<file path="config.mk">
export PLATFORM = sky130hd
export DESIGN_NAME = two_class_sorted_value_list_flat
export DESIGN_NICKNAME = d
export VERILOG_FILES = /design/src/design/tcsvl_pkg.sv /design/src/design/tcsvl_if.sv /design/src/design/tcsvl_ram.sv /design/src/design/tcsvl_ctrl.sv /design/src/design/tcsvl_dp.sv /design/src/design/two_class_sorted_value_list.sv /design/src/flat_wrapper.sv
export VERILOG_INCLUDE_DIRS = /design/src /design/src/design
export SDC_FILE = /design/constraint.sdc
export NUM_CORES = 2
export LEC_CHECK = 0
export ABC_AREA = 1
export CAP_MARGIN = 20
export CORE_MARGIN = 4
export CORE_UTILIZATION = 60
export DETAILED_ROUTE_END_ITERATION = 16
export DONT_BUFFER_PORTS = 1
export PLACE_DENSITY = 0.73
export SYNTH_ARGS = -nofsm -noshare
export SYNTH_HDL_FRONTEND = slang
export SYNTH_SLANG_ARGS = --single-unit
</file>
<file path="constraint.sdc">
create_clock -name clk_i -period 7.8 [get_ports clk_i]
set_input_delay 0.39 -clock clk_i [delete_from_list [all_inputs] [get_ports clk_i]]
set_output_delay 0.39 -clock clk_i [all_outputs]
set_load 0.01 [all_outputs]
</file>
<file path="src/design/two_class_sorted_value_list_assert.svh">
// assertion macros used by the sorted value list datapath
`ifndef TWO_CLASS_SORTED_VALUE_LIST_ASSERT_SVH
`define TWO_CLASS_SORTED_VALUE_LIST_ASSERT_SVH
`ifndef SYNTHESIS
// checked on every clock edge, disabled while reset is low
`define TCSVL_ASSERT_RST(lbl, clk, rstn, prop, msg) \
  lbl: assert property (@(posedge clk) disable iff (!rstn) prop) else $error(msg);
// checked on every clock edge, reset included
`define TCSVL_ASSERT_ALWAYS(lbl, clk, prop, msg) \
  lbl: assert property (@(posedge clk) prop) else $error(msg);
`else
`define TCSVL_ASSERT_RST(lbl, clk, rstn, prop, msg)
`define TCSVL_ASSERT_ALWAYS(lbl, clk, prop, msg)
`endif
`endif

</file>
<file path="src/design/tcsvl_pkg.sv">
// shared constants, types and helpers of the sorted value list
`timescale 1ns / 1ps
package tcsvl_pkg;

  // table size and derived widths
  localparam int unsigned CAPACITY = 64;
  localparam int unsigned ADDR_W   = $clog2(CAPACITY);
  localparam int unsigned CNT_W    = $clog2(CAPACITY + 1);

  // field widths
  localparam int unsigned OP_W     = 2;
  localparam int unsigned VALUE_W  = 16;
  localparam int unsigned IDX_W    = 6;
  localparam int unsigned STATUS_W = 2;
  localparam int unsigned EVAL_W   = 13;
  localparam int unsigned POS_W    = 6;
  localparam int unsigned COUNT_W  = 7;
  localparam int unsigned ENTRY_W  = 16;
  localparam int unsigned CMP_W    = (CNT_W > IDX_W) ? CNT_W : IDX_W;

  // operation codes
  localparam logic [OP_W-1:0] OP_INSERT = 2'd0;
  localparam logic [OP_W-1:0] OP_DELETE = 2'd1;
  localparam logic [OP_W-1:0] OP_READ   = 2'd2;

  // result status codes
  localparam logic [STATUS_W-1:0] ST_OK    = 2'd0;
  localparam logic [STATUS_W-1:0] ST_DUP   = 2'd1;
  localparam logic [STATUS_W-1:0] ST_FULL  = 2'd2;
  localparam logic [STATUS_W-1:0] ST_RANGE = 2'd3;

  // clamp limits
  localparam logic [VALUE_W-1:0] SIZE_MIN = 16'd5;
  localparam logic [VALUE_W-1:0] SIZE_MAX = 16'd6000;
  localparam logic [VALUE_W-1:0] DENS_MIN = 16'd1;
  localparam logic [VALUE_W-1:0] DENS_MAX = 16'd255;

  // controller to datapath commands
  typedef struct packed {
    logic load;
    logic scan;
    logic ins_setup;
    logic move;
    logic write_new;
    logic rd_issue;
    logic rd_take;
    logic count_dec;
    logic push;
  } cmd_t;

  // datapath to controller status
  typedef struct packed {
    logic [OP_W-1:0] in_op;
    logic [OP_W-1:0] op;
    logic            in_idx_bad;
    logic            cnt_zero;
    logic            full;
    logic            scan_done;
    logic            scan_dup;
    logic            move_done;
  } st_t;

  // hold a raw value to the range of its class
  function automatic logic [EVAL_W-1:0] clamp_value(input logic dens,
                                                    input logic [VALUE_W-1:0] raw);
    logic [VALUE_W-1:0] lo;
    logic [VALUE_W-1:0] hi;
    logic [VALUE_W-1:0] res;
    lo = dens ? DENS_MIN : SIZE_MIN;
    hi = dens ? DENS_MAX : SIZE_MAX;
    if (raw < lo) begin
      res = lo;
    end else if (raw > hi) begin
      res = hi;
    end else begin
      res = raw;
    end
    return res[EVAL_W-1:0];
  endfunction

endpackage

</file>
<file path="src/design/tcsvl_if.sv">
// valid/ready channel interfaces for requests and results
`timescale 1ns / 1ps
interface tcsvl_in_if;
  logic                           valid;
  logic                           ready;
  logic [tcsvl_pkg::OP_W-1:0]     operation;
  logic                           is_density;
  logic [tcsvl_pkg::VALUE_W-1:0]  value;
  logic [tcsvl_pkg::IDX_W-1:0]    index;

  modport source (output valid, operation, is_density, value, index, input ready);
  modport sink   (input valid, operation, is_density, value, index, output ready);
endinterface

interface tcsvl_out_if;
  logic                           valid;
  logic                           ready;
  logic [tcsvl_pkg::STATUS_W-1:0] status;
  logic                           entry_is_density;
  logic [tcsvl_pkg::EVAL_W-1:0]   entry_value;
  logic [tcsvl_pkg::POS_W-1:0]    position;
  logic [tcsvl_pkg::COUNT_W-1:0]  entry_count;

  modport source (output valid, status, entry_is_density, entry_value, position,
                  entry_count, input ready);
  modport sink   (input valid, status, entry_is_density, entry_value, position,
                  entry_count, output ready);
endinterface

</file>
<file path="src/design/tcsvl_ram.sv">
// generic single write, single read ram with registered read data
`timescale 1ns / 1ps
module tcsvl_ram #(
  parameter int unsigned WIDTH = 16,
  parameter int unsigned DEPTH = 64
) (
  input  logic                     clk_i,
  input  logic                     we_i,
  input  logic [$clog2(DEPTH)-1:0] waddr_i,
  input  logic [WIDTH-1:0]         wdata_i,
  input  logic                     re_i,
  input  logic [$clog2(DEPTH)-1:0] raddr_i,
  output logic [WIDTH-1:0]         rdata_o
);

  logic [WIDTH-1:0] mem_q [DEPTH];
  logic [WIDTH-1:0] rdata_q;

  // write port
  always_ff @(posedge clk_i) begin
    if (we_i) begin
      mem_q[waddr_i] <= wdata_i;
    end
  end

  // registered read port
  always_ff @(posedge clk_i) begin
    if (re_i) begin
      rdata_q <= mem_q[raddr_i];
    end
  end

  assign rdata_o = rdata_q;

endmodule

</file>
<file path="src/design/tcsvl_ctrl.sv">
// sequencing state machine of the sorted value list
`timescale 1ns / 1ps
module tcsvl_ctrl (
  input  logic              clk_i,
  input  logic              rst_ni,
  input  logic              in_valid_i,
  output logic              in_ready_o,
  output logic              out_valid_o,
  input  logic              out_ready_i,
  input  tcsvl_pkg::st_t    st_i,
  output tcsvl_pkg::cmd_t   cmd_o
);

  localparam logic [2:0] S_IDLE    = 3'd0;
  localparam logic [2:0] S_SCAN    = 3'd1;
  localparam logic [2:0] S_INS_DEC = 3'd2;
  localparam logic [2:0] S_MOVE    = 3'd3;
  localparam logic [2:0] S_WRNEW   = 3'd4;
  localparam logic [2:0] S_RDADDR  = 3'd5;
  localparam logic [2:0] S_RDDATA  = 3'd6;
  localparam logic [2:0] S_DONE    = 3'd7;

  logic [2:0] state_q, state_d;
  logic       out_valid_q, out_valid_d;
  logic       in_fire;
  logic       slot_free;

  assign in_ready_o  = (state_q == S_IDLE);
  assign in_fire     = in_valid_i && in_ready_o;
  assign slot_free   = !out_valid_q || out_ready_i;
  assign out_valid_o = out_valid_q;

  // next state and commands
  always_comb begin
    state_d = state_q;
    cmd_o   = '0;
    unique case (state_q)
      S_IDLE: begin
        if (in_fire) begin
          cmd_o.load = 1'b1;
          unique case (st_i.in_op) inside
            tcsvl_pkg::OP_INSERT: begin
              state_d = st_i.cnt_zero ? S_INS_DEC : S_SCAN;
            end
            tcsvl_pkg::OP_DELETE, tcsvl_pkg::OP_READ: begin
              state_d = st_i.in_idx_bad ? S_DONE : S_RDADDR;
            end
            default: begin
              state_d = S_DONE;
            end
          endcase
        end
      end
      S_SCAN: begin
        cmd_o.scan = 1'b1;
        if (st_i.scan_done) begin
          state_d = st_i.scan_dup ? S_DONE : S_INS_DEC;
        end
      end
      S_INS_DEC: begin
        cmd_o.ins_setup = 1'b1;
        state_d = st_i.full ? S_DONE : S_MOVE;
      end
      S_MOVE: begin
        cmd_o.move = 1'b1;
        if (st_i.move_done) begin
          if (st_i.op == tcsvl_pkg::OP_INSERT) begin
            state_d = S_WRNEW;
          end else begin
            cmd_o.count_dec = 1'b1;
            state_d = S_DONE;
          end
        end
      end
      S_WRNEW: begin
        cmd_o.write_new = 1'b1;
        state_d = S_DONE;
      end
      S_RDADDR: begin
        cmd_o.rd_issue = 1'b1;
        state_d = S_RDDATA;
      end
      S_RDDATA: begin
        cmd_o.rd_take = 1'b1;
        state_d = (st_i.op == tcsvl_pkg::OP_DELETE) ? S_MOVE : S_DONE;
      end
      S_DONE: begin
        if (slot_free) begin
          cmd_o.push = 1'b1;
          state_d = S_IDLE;
        end
      end
      default: begin
        state_d = S_IDLE;
      end
    endcase
  end

  // output slot occupancy
  always_comb begin
    out_valid_d = out_valid_q;
    if (cmd_o.push) begin
      out_valid_d = 1'b1;
    end else if (out_ready_i) begin
      out_valid_d = 1'b0;
    end
  end

  // state registers
  always_ff @(posedge clk_i or negedge rst_ni) begin
    if (!rst_ni) begin
      state_q     <= S_IDLE;
      out_valid_q <= 1'b0;
    end else begin
      state_q     <= state_d;
      out_valid_q <= out_valid_d;
    end
  end

endmodule

</file>
<file path="src/design/tcsvl_dp.sv">
// table storage, scan and shift datapath of the sorted value list
`timescale 1ns / 1ps
`include "two_class_sorted_value_list_assert.svh"
module tcsvl_dp (
  input  logic                            clk_i,
  input  logic                            rst_ni,
  input  tcsvl_pkg::cmd_t                 cmd_i,
  output tcsvl_pkg::st_t                  st_o,
  input  logic [tcsvl_pkg::OP_W-1:0]      operation_i,
  input  logic                            is_density_i,
  input  logic [tcsvl_pkg::VALUE_W-1:0]   value_i,
  input  logic [tcsvl_pkg::IDX_W-1:0]     index_i,
  output logic [tcsvl_pkg::STATUS_W-1:0]  status_o,
  output logic                            entry_is_density_o,
  output logic [tcsvl_pkg::EVAL_W-1:0]    entry_value_o,
  output logic [tcsvl_pkg::POS_W-1:0]     position_o,
  output logic [tcsvl_pkg::COUNT_W-1:0]   entry_count_o
);

  localparam int unsigned ADDR_W  = tcsvl_pkg::ADDR_W;
  localparam int unsigned CNT_W   = tcsvl_pkg::CNT_W;
  localparam int unsigned CMP_W   = tcsvl_pkg::CMP_W;
  localparam int unsigned ENTRY_W = tcsvl_pkg::ENTRY_W;
  localparam int unsigned EVAL_W  = tcsvl_pkg::EVAL_W;
  localparam int unsigned MAG_W   = ENTRY_W - 1;

  // captured request
  logic [tcsvl_pkg::OP_W-1:0]  op_q, op_d;
  logic                        dens_q, dens_d;
  logic [EVAL_W-1:0]           val_q, val_d;
  logic [tcsvl_pkg::IDX_W-1:0] idx_q, idx_d;

  // table control
  logic [CNT_W-1:0] count_q, count_d;
  logic [CNT_W-1:0] pos_q, pos_d;
  logic [CNT_W-1:0] ptr_q, ptr_d;
  logic [CNT_W-1:0] rem_q, rem_d;
  logic [CNT_W-1:0] ridx_q, ridx_d;
  logic             rvalid_q, rvalid_d;

  // pending result and output register
  logic [tcsvl_pkg::STATUS_W-1:0] res_status_q, res_status_d;
  logic                           res_dens_q, res_dens_d;
  logic [EVAL_W-1:0]              res_val_q, res_val_d;
  logic [tcsvl_pkg::POS_W-1:0]    res_pos_q, res_pos_d;
  logic [tcsvl_pkg::STATUS_W-1:0] out_status_q;
  logic                           out_dens_q;
  logic [EVAL_W-1:0]              out_val_q;
  logic [tcsvl_pkg::POS_W-1:0]    out_pos_q;
  logic [tcsvl_pkg::COUNT_W-1:0]  out_count_q;

  // ram port
  logic               ram_we;
  logic [ADDR_W-1:0]  ram_waddr;
  logic [ENTRY_W-1:0] ram_wdata;
  logic               ram_re;
  logic [ADDR_W-1:0]  ram_raddr;
  logic [ENTRY_W-1:0] ram_rdata;

  // scan compare
  logic             e_dens;
  logic [MAG_W-1:0] e_mag;
  logic [MAG_W-1:0] val_mag;
  logic             cls_break;
  logic             cls_skip;
  logic             hit_eq;
  logic             hit_gt;
  logic             last_entry;
  logic             scan_done;
  logic [CNT_W-1:0] scan_pos;
  logic             in_idx_bad;
  logic             up_dir;

  tcsvl_ram #(
    .WIDTH (ENTRY_W),
    .DEPTH (tcsvl_pkg::CAPACITY)
  ) u_ram (
    .clk_i   (clk_i),
    .we_i    (ram_we),
    .waddr_i (ram_waddr),
    .wdata_i (ram_wdata),
    .re_i    (ram_re),
    .raddr_i (ram_raddr),
    .rdata_o (ram_rdata)
  );

  // entry under test against the new value
  assign e_dens     = ram_rdata[ENTRY_W-1];
  assign e_mag      = ram_rdata[MAG_W-1:0];
  assign val_mag    = MAG_W'(val_q);
  assign cls_break  = !dens_q && e_dens;
  assign cls_skip   = dens_q && !e_dens;
  assign hit_eq     = !cls_break && !cls_skip && (e_mag == val_mag);
  assign hit_gt     = !cls_break && !cls_skip && (e_mag > val_mag);
  assign last_entry = (ridx_q == count_q - CNT_W'(1));
  assign scan_done  = rvalid_q && (cls_break || hit_eq || hit_gt || last_entry);
  assign scan_pos   = (cls_break || hit_eq || hit_gt) ? ridx_q : count_q;
  assign in_idx_bad = CMP_W'(index_i) >= CMP_W'(count_q);
  assign up_dir     = (op_q == tcsvl_pkg::OP_INSERT);

  // status to the controller
  always_comb begin
    st_o            = '0;
    st_o.in_op      = operation_i;
    st_o.op         = op_q;
    st_o.in_idx_bad = in_idx_bad;
    st_o.cnt_zero   = (count_q == '0);
    st_o.full       = (count_q >= CNT_W'(tcsvl_pkg::CAPACITY));
    st_o.scan_done  = scan_done;
    st_o.scan_dup   = hit_eq;
    st_o.move_done  = (rem_q == '0) && !rvalid_q;
  end

  // datapath next state and ram access
  always_comb begin
    op_d         = op_q;
    dens_d       = dens_q;
    val_d        = val_q;
    idx_d        = idx_q;
    count_d      = count_q;
    pos_d        = pos_q;
    ptr_d        = ptr_q;
    rem_d        = rem_q;
    ridx_d       = ridx_q;
    rvalid_d     = 1'b0;
    res_status_d = res_status_q;
    res_dens_d   = res_dens_q;
    res_val_d    = res_val_q;
    res_pos_d    = res_pos_q;
    ram_we       = 1'b0;
    ram_waddr    = ADDR_W'(pos_q);
    ram_wdata    = ram_rdata;
    ram_re       = 1'b0;
    ram_raddr    = ADDR_W'(ptr_q);

    // capture a request and preset its result
    if (cmd_i.load) begin
      op_d   = operation_i;
      dens_d = is_density_i;
      val_d  = tcsvl_pkg::clamp_value(is_density_i, value_i);
      idx_d  = index_i;
      ptr_d  = '0;
      pos_d  = '0;
      res_dens_d = 1'b0;
      res_val_d  = '0;
      res_pos_d  = '0;
      case (operation_i) inside
        tcsvl_pkg::OP_INSERT: begin
          res_status_d = tcsvl_pkg::ST_OK;
          res_dens_d   = is_density_i;
          res_val_d    = tcsvl_pkg::clamp_value(is_density_i, value_i);
        end
        tcsvl_pkg::OP_DELETE, tcsvl_pkg::OP_READ: begin
          res_status_d = in_idx_bad ? tcsvl_pkg::ST_RANGE : tcsvl_pkg::ST_OK;
          res_pos_d    = tcsvl_pkg::POS_W'(index_i);
        end
        default: begin
          res_status_d = tcsvl_pkg::ST_RANGE;
        end
      endcase
    end

    // search for the insert position, one entry read per cycle
    if (cmd_i.scan) begin
      if (scan_done) begin
        pos_d     = scan_pos;
        res_pos_d = tcsvl_pkg::POS_W'(scan_pos);
        if (hit_eq) begin
          res_status_d = tcsvl_pkg::ST_DUP;
        end
      end else if (ptr_q < count_q) begin
        ram_re   = 1'b1;
        ram_raddr = ADDR_W'(ptr_q);
        rvalid_d = 1'b1;
        ridx_d   = ptr_q;
        ptr_d    = ptr_q + CNT_W'(1);
      end
    end

    // full table check, else arm the upward shift
    if (cmd_i.ins_setup) begin
      if (count_q >= CNT_W'(tcsvl_pkg::CAPACITY)) begin
        res_status_d = tcsvl_pkg::ST_FULL;
      end else begin
        rem_d = count_q - pos_q;
        ptr_d = count_q - CNT_W'(1);
      end
    end

    // shift entries one slot per cycle, read and write overlapped
    if (cmd_i.move) begin
      if (rem_q != '0) begin
        ram_re    = 1'b1;
        ram_raddr = ADDR_W'(ptr_q);
        rvalid_d  = 1'b1;
        ridx_d    = ptr_q;
        rem_d     = rem_q - CNT_W'(1);
        ptr_d     = up_dir ? (ptr_q - CNT_W'(1)) : (ptr_q + CNT_W'(1));
      end
      if (rvalid_q) begin
        ram_we    = 1'b1;
        ram_waddr = up_dir ? ADDR_W'(ridx_q + CNT_W'(1)) : ADDR_W'(ridx_q - CNT_W'(1));
        ram_wdata = ram_rdata;
      end
    end

    // place the new entry
    if (cmd_i.write_new) begin
      ram_we    = 1'b1;
      ram_waddr = ADDR_W'(pos_q);
      ram_wdata = {dens_q, (ENTRY_W - 1 - EVAL_W)'(0), val_q};
      count_d   = count_q + CNT_W'(1);
    end

    // read the addressed entry
    if (cmd_i.rd_issue) begin
      ram_re    = 1'b1;
      ram_raddr = ADDR_W'(idx_q);
    end

    // report the entry, arm the downward shift for a delete
    if (cmd_i.rd_take) begin
      res_dens_d = e_dens;
      res_val_d  = e_dens ? EVAL_W'(ram_rdata[7:0]) : ram_rdata[EVAL_W-1:0];
      rem_d      = count_q - CNT_W'(1) - CNT_W'(idx_q);
      ptr_d      = CNT_W'(idx_q) + CNT_W'(1);
    end

    if (cmd_i.count_dec) begin
      count_d = count_q - CNT_W'(1);
    end
  end

  // control registers
  always_ff @(posedge clk_i or negedge rst_ni) begin
    if (!rst_ni) begin
      count_q  <= '0;
      rvalid_q <= 1'b0;
    end else begin
      count_q  <= count_d;
      rvalid_q <= rvalid_d;
    end
  end

  // working registers
  always_ff @(posedge clk_i) begin
    op_q         <= op_d;
    dens_q       <= dens_d;
    val_q        <= val_d;
    idx_q        <= idx_d;
    pos_q        <= pos_d;
    ptr_q        <= ptr_d;
    rem_q        <= rem_d;
    ridx_q       <= ridx_d;
    res_status_q <= res_status_d;
    res_dens_q   <= res_dens_d;
    res_val_q    <= res_val_d;
    res_pos_q    <= res_pos_d;
  end

  // output register, loaded on transfer into the result slot
  always_ff @(posedge clk_i) begin
    if (cmd_i.push) begin
      out_status_q <= res_status_q;
      out_dens_q   <= res_dens_q;
      out_val_q    <= res_val_q;
      out_pos_q    <= res_pos_q;
      out_count_q  <= tcsvl_pkg::COUNT_W'(count_q);
    end
  end

  assign status_o           = out_status_q;
  assign entry_is_density_o = out_dens_q;
  assign entry_value_o      = out_val_q;
  assign position_o         = out_pos_q;
  assign entry_count_o      = out_count_q;

  // checks
  `TCSVL_ASSERT_RST(a_count_in_range, clk_i, rst_ni, count_q <= CNT_W'(tcsvl_pkg::CAPACITY), "entry count above capacity")
  `TCSVL_ASSERT_RST(a_insert_grows, clk_i, rst_ni, cmd_i.write_new |=> count_q == $past(count_q) + 1'b1, "insert did not grow the table")
  `TCSVL_ASSERT_RST(a_write_in_table, clk_i, rst_ni, ram_we |-> CNT_W'(ram_waddr) <= count_q, "write beyond the used part of the table")

endmodule

</file>
<file path="src/design/two_class_sorted_value_list.sv">
// top level of the two-class sorted value list
//
// Requests arrive on in_i (operation, is_density, value, index) and one
// result per request leaves on out_o (status, entry_is_density,
// entry_value, position, entry_count). Both are valid/ready channels; a
// transfer happens on a clock edge with valid and ready high.
// One request is worked on at a time and the next one can transfer in the
// same cycle as the result turns valid; in_i is ready whenever the block is
// idle, even while a finished result still waits in the output register.
// Steps per request: an unknown operation or an index out of range goes
// straight to the result; a read fetches the addressed entry; a delete
// fetches it and shifts the entries above it down; an insert searches for
// its place, stops on a duplicate or full table, else shifts up and writes.
// Insert and delete time is set by the single table ram, which gives one
// read and one write per cycle: the search reads one entry a cycle and the
// shift moves one entry a cycle.
// Reset empties the table at once; no clearing pass runs and a request may
// be sent in the first cycle after reset.
// If the receiver stalls, the result is held; the next request is still
// taken and processed, and its result waits until the output register frees.
`timescale 1ns / 1ps
module two_class_sorted_value_list (
  input  logic              clk_i,
  input  logic              rst_ni,
  tcsvl_in_if.sink          in_i,
  tcsvl_out_if.source       out_o
);

  tcsvl_pkg::cmd_t cmd;
  tcsvl_pkg::st_t  st;
  logic            in_ready;
  logic            out_valid;

  // sequencer
  tcsvl_ctrl u_ctrl (
    .clk_i       (clk_i),
    .rst_ni      (rst_ni),
    .in_valid_i  (in_i.valid),
    .in_ready_o  (in_ready),
    .out_valid_o (out_valid),
    .out_ready_i (out_o.ready),
    .st_i        (st),
    .cmd_o       (cmd)
  );

  // table and result datapath
  tcsvl_dp u_dp (
    .clk_i              (clk_i),
    .rst_ni             (rst_ni),
    .cmd_i              (cmd),
    .st_o               (st),
    .operation_i        (in_i.operation),
    .is_density_i       (in_i.is_density),
    .value_i            (in_i.value),
    .index_i            (in_i.index),
    .status_o           (out_o.status),
    .entry_is_density_o (out_o.entry_is_density),
    .entry_value_o      (out_o.entry_value),
    .position_o         (out_o.position),
    .entry_count_o      (out_o.entry_count)
  );

  assign in_i.ready  = in_ready;
  assign out_o.valid = out_valid;

endmodule
</file>
<file path="src/flat_wrapper.sv">
// flat-port wrapper written by rule: the top's interface ports become plain ports
module two_class_sorted_value_list_flat 
  (clk_i, rst_ni, in_i_valid, in_i_operation, in_i_is_density, in_i_value, in_i_index, in_i_ready, out_o_valid, out_o_status, out_o_entry_is_density, out_o_entry_value, out_o_position, out_o_entry_count, out_o_ready);
  tcsvl_in_if in_i_i ();
  tcsvl_out_if out_o_i ();
  input  logic clk_i;
  input  logic rst_ni;
  input wire logic [$bits(in_i_i.valid)-1:0] in_i_valid;
  input wire logic [$bits(in_i_i.operation)-1:0] in_i_operation;
  input wire logic [$bits(in_i_i.is_density)-1:0] in_i_is_density;
  input wire logic [$bits(in_i_i.value)-1:0] in_i_value;
  input wire logic [$bits(in_i_i.index)-1:0] in_i_index;
  output wire logic [$bits(in_i_i.ready)-1:0] in_i_ready;
  output wire logic [$bits(out_o_i.valid)-1:0] out_o_valid;
  output wire logic [$bits(out_o_i.status)-1:0] out_o_status;
  output wire logic [$bits(out_o_i.entry_is_density)-1:0] out_o_entry_is_density;
  output wire logic [$bits(out_o_i.entry_value)-1:0] out_o_entry_value;
  output wire logic [$bits(out_o_i.position)-1:0] out_o_position;
  output wire logic [$bits(out_o_i.entry_count)-1:0] out_o_entry_count;
  input wire logic [$bits(out_o_i.ready)-1:0] out_o_ready;
  assign in_i_i.valid = in_i_valid;
  assign in_i_i.operation = in_i_operation;
  assign in_i_i.is_density = in_i_is_density;
  assign in_i_i.value = in_i_value;
  assign in_i_i.index = in_i_index;
  assign in_i_ready = in_i_i.ready;
  assign out_o_valid = out_o_i.valid;
  assign out_o_status = out_o_i.status;
  assign out_o_entry_is_density = out_o_i.entry_is_density;
  assign out_o_entry_value = out_o_i.entry_value;
  assign out_o_position = out_o_i.position;
  assign out_o_entry_count = out_o_i.entry_count;
  assign out_o_i.ready = out_o_ready;
  two_class_sorted_value_list u_core (.clk_i(clk_i), .rst_ni(rst_ni), .in_i(in_i_i), .out_o(out_o_i));
endmodule
</file>
==> key figures <==
Status
  – Status: completed

Synth
  – Yosys cell types: 48
  – YS warnings: 0
  – Syn_area_per_cell: 12.2 sq um
  – Seq/Total Area, Yosys: 0.708
  – Synth Instances: 3948
  – Synthesized netlist net count: 4042
  – Post-synthesis register bit count: 1153
  – Most common flop cell mapped by yosys: edfxtp_1
  – Number of synthesized flops with an enable pin: 1105
  – Cell area after synthesis: 48300 sq um
  – Synth async-reset ratio: 0.0104

Clock tree
  – # resized after CTS: 0
  – Clock transition at path regs: 60 ps
  – CTS sink cnt: 1153
  – CTS root buf: clkbuf_16
  – CTS tree: done
  – Clk_lat worst skew: 690 ps
  – CTS H-tree depth: 3
  – Deepest clock path buffer count: 3
  – Cts bufs inserted: 112

Floorplanning
  – Core box area: 79400 sq um
  – Initial Util: 0.609
  – # rows: 103
  – Die area: 85100 sq um
  – Die X: 292 um
  – Die H: 292 um
  – I/O pins: 60

Timing
  – Final WS setup: 3620 ps
  – F_max: 239 MHz
  – Setup_tns: 0 ps
  – Final worst-path cycle share: 0.536
  – Pins Over Slew Limit: 0
  – Rel. slew slack: 0.255
  – Setup-failing EPs final: 0
  – Hold_ws: 24.8 ps
  – Final worst path period need: 4180 ps
  – Final Skew: 28.3 ps
  – Least-Margin Pin Slew: 1120 ps
  – Count of final hold-check violations: 0
  – RSZ-0062 raised after global routing: false

Route
  – Total Routed Length: 128 mm
  – WL/cell: 25.2 um
  – Avg Vias per Cell: 6.44
  – DR vias: 32800
  – # DRC: 0
  – Iter 0 DRT Violations: 4973
  – First-pass DRT Iterations: 6
  – Antenna Nets Post-Route: 0

Global route
  – Gr usage total: 0.295
  – Initial antenna violation count: 1
  – First-pass GRT wire length: 192 mm
  – Overflow after GRT: 0
  – Largest net degree at the start of global routing: 210
  – Vias in the first global route: 30800

Power
  – Pwr Density: 439 nW/um^2
  – Leakage: 17.7 nW
  – Max IR drop VDD: 592 uV

Worst setup path
  – Crit path capture type: flop
  – Critical path peak fanout: 12
  – Worst Setup Start Kind: flop
  – Crit path launch: u_core.u_dp.op_q[0]
  – R2r startpoint: u_core.u_dp.op_q[0]
  – Worst path required time: 8200 ps
  – CP Class: flop to flop
  – Arr. time, crit path: 4580 ps

Final layout
  – Fillers: 5684
  – Multi-input logic area: 12600 sq um
  – Net count, final: 4041
  – Ant. Diodes: 0
  – Area growth, synth to finish: 10.4%
  – Share of layout cells above drive strength 1: 0.0751
  – Fin cells: 5087
  – FF/Latch Area: 34200 sq um
  – Most frequent cells in the layout: edfxtp_1, nor2_1, o21ai_0
  – Most common cell after layout, fill and taps aside: edfxtp_1

Place
  – Setup WS pre-CTS: 3700 ps
  – Dpl cells: 4866
  – GPL Wtd Cong: 0.944
  – Detailed Place HPWL: 71.0 mm
  – Port Buf Inserts: 0

Worst hold path
  – HP Class: input pin to flop
  – Min-delay src: in_i_value[3]

Run
  – MaxCap Viol Count: 0
[where the power goes]
| part | leakage (nW) | internal [mW] | switching [mW] | total (mW) |
|---|---|---|---|---|
| registers | 10.4 | 8.22 | 0.341 | 8.56 |
| logic | 5.60 | 2.43 | 7.17 | 9.60 |
| clock network | 1.73 | 2.98 | 2.27 | 5.24 |
| total | 17.7 | 13.6 | 9.78 | 23.4 |
[cells by family after synthesis]
| family | synth area share |
|---|---|
| flip-flops | 0.708 |
| buffers and inverters | 0.0369 |
| adder cells (fa/ha/maj) | 0.0173 |
| XOR/XNOR | 0.00489 |
| AND/OR/NAND/NOR | 0.0998 |
| AO/OA/AOI/OAI | 0.133 |
[layout make-up]
cell class | instances | area share
Clock buffer | 145 | 0.0564
Sequential cell | 1153 | 0.641
Clock inverter | 59 | 0.0100
Inverter | 159 | 0.0116
Multi-Input combinational cell | 2391 | 0.235
Tap cell | 1050 | 0.0246
Timing Repair Buffer | 130 | 0.0205
[worst max-delay path, stage by stage, from the launching register on]
cell and delay (ps):
edfxtp_1 380, nor2_1 110, buf_4 220, inv_1 190, ha_1 370, nand2_1 80, nand2_1 50, a31oi_1 180
nor2_1 80, o21ai_0 150, o21ai_0 250, inv_1 190, nand4_1 410, nor2_1 900, buf_4 320
[through the flow]
stage	util	total power, mW	instance area (sq um)
floorplan	-	14.8	48300
global placement	0.625	17.8	49600
detailed placement	0.625	18.0	49600
CTS	0.672	23.3	53300
global route	0.672	24.5	53300
finish	0.672	23.4	53300
[sequential cells by signal (all words and copies together), names as in the netlist, 7 cells and up]
signal	count
u_core.u_dp.u_ram.mem_q	1024
u_core.u_dp.entry_value_o	13
u_core.u_dp.ptr_q	7
u_core.u_dp.res_val_q	13
u_core.u_dp.pos_q	7
u_core.u_dp.u_ram.rdata_o	16
u_core.u_dp.count_q	7
u_core.u_dp.val_q	13
u_core.u_dp.ridx_q	7
u_core.u_dp.entry_count_o	7
u_core.u_dp.rem_q	7
[what timing repair did]
item                      CTS  global route
hold buffers               17             0
setup buffers               0             0
hold endpoints to repair   29             0
[final timing paths]
check / cells past startpoint / endpoint / slack [ps]
worst max-delay path: 14 / u_core.u_dp.u_ram.mem_q[45][13] / 3620
worst min-delay path: 2 / u_core.u_dp.val_q[3] / 20
worst max register to register: 14 / u_core.u_dp.u_ram.mem_q[45][13] / 3620
worst min register to register: 0 / u_core.u_dp.entry_value_o[5] / 420
max in group asynchronous: 1 / u_core.u_dp.count_q[2] / 7220
min in group asynchronous: 1 / u_core.u_dp.count_q[5] / 170
[Yosys cell counts (6+ instances only)]
master	number	area, sq um
inv_1	149	559
o21ai_0	525	2630
nor2_1	772	2900
buf_2	109	546
clkbuf_1	110	413
nand4_1	19	119
o221ai_1	34	298
buf_6	15	169
xor2_1	21	184
o21ai_1	84	420
ha_1	62	776
dfrtp_1	12	300
a21oi_1	53	265
o211ai_1	232	1740
nand2_1	246	923
edfxtp_1	1105	33200
o22ai_1	138	863
dfxtp_1	36	721
xnor2_1	6	52.6
a31oi_1	7	43.8
nor3_1	11	55.1
buf_1	7	26.3
nand3_1	141	706
[layer usage]
| layer | track usage | vias to the layer above | wire [um] | part of all wire |
|---|---|---|---|---|
| li1 | - | 14500 | - | - |
| met4 | 0.103 | 0 | 4430 | 0.034 |
| met2 | 0.463 | 2044 | 59800 | 0.47 |
| met1 | 0.415 | 15900 | 48800 | 0.38 |
| met5 | 0 | - | 0 | 0 |
| met3 | 0.0621 | 253 | 15300 | 0.12 |
Power figures use the tool's default switching activity.
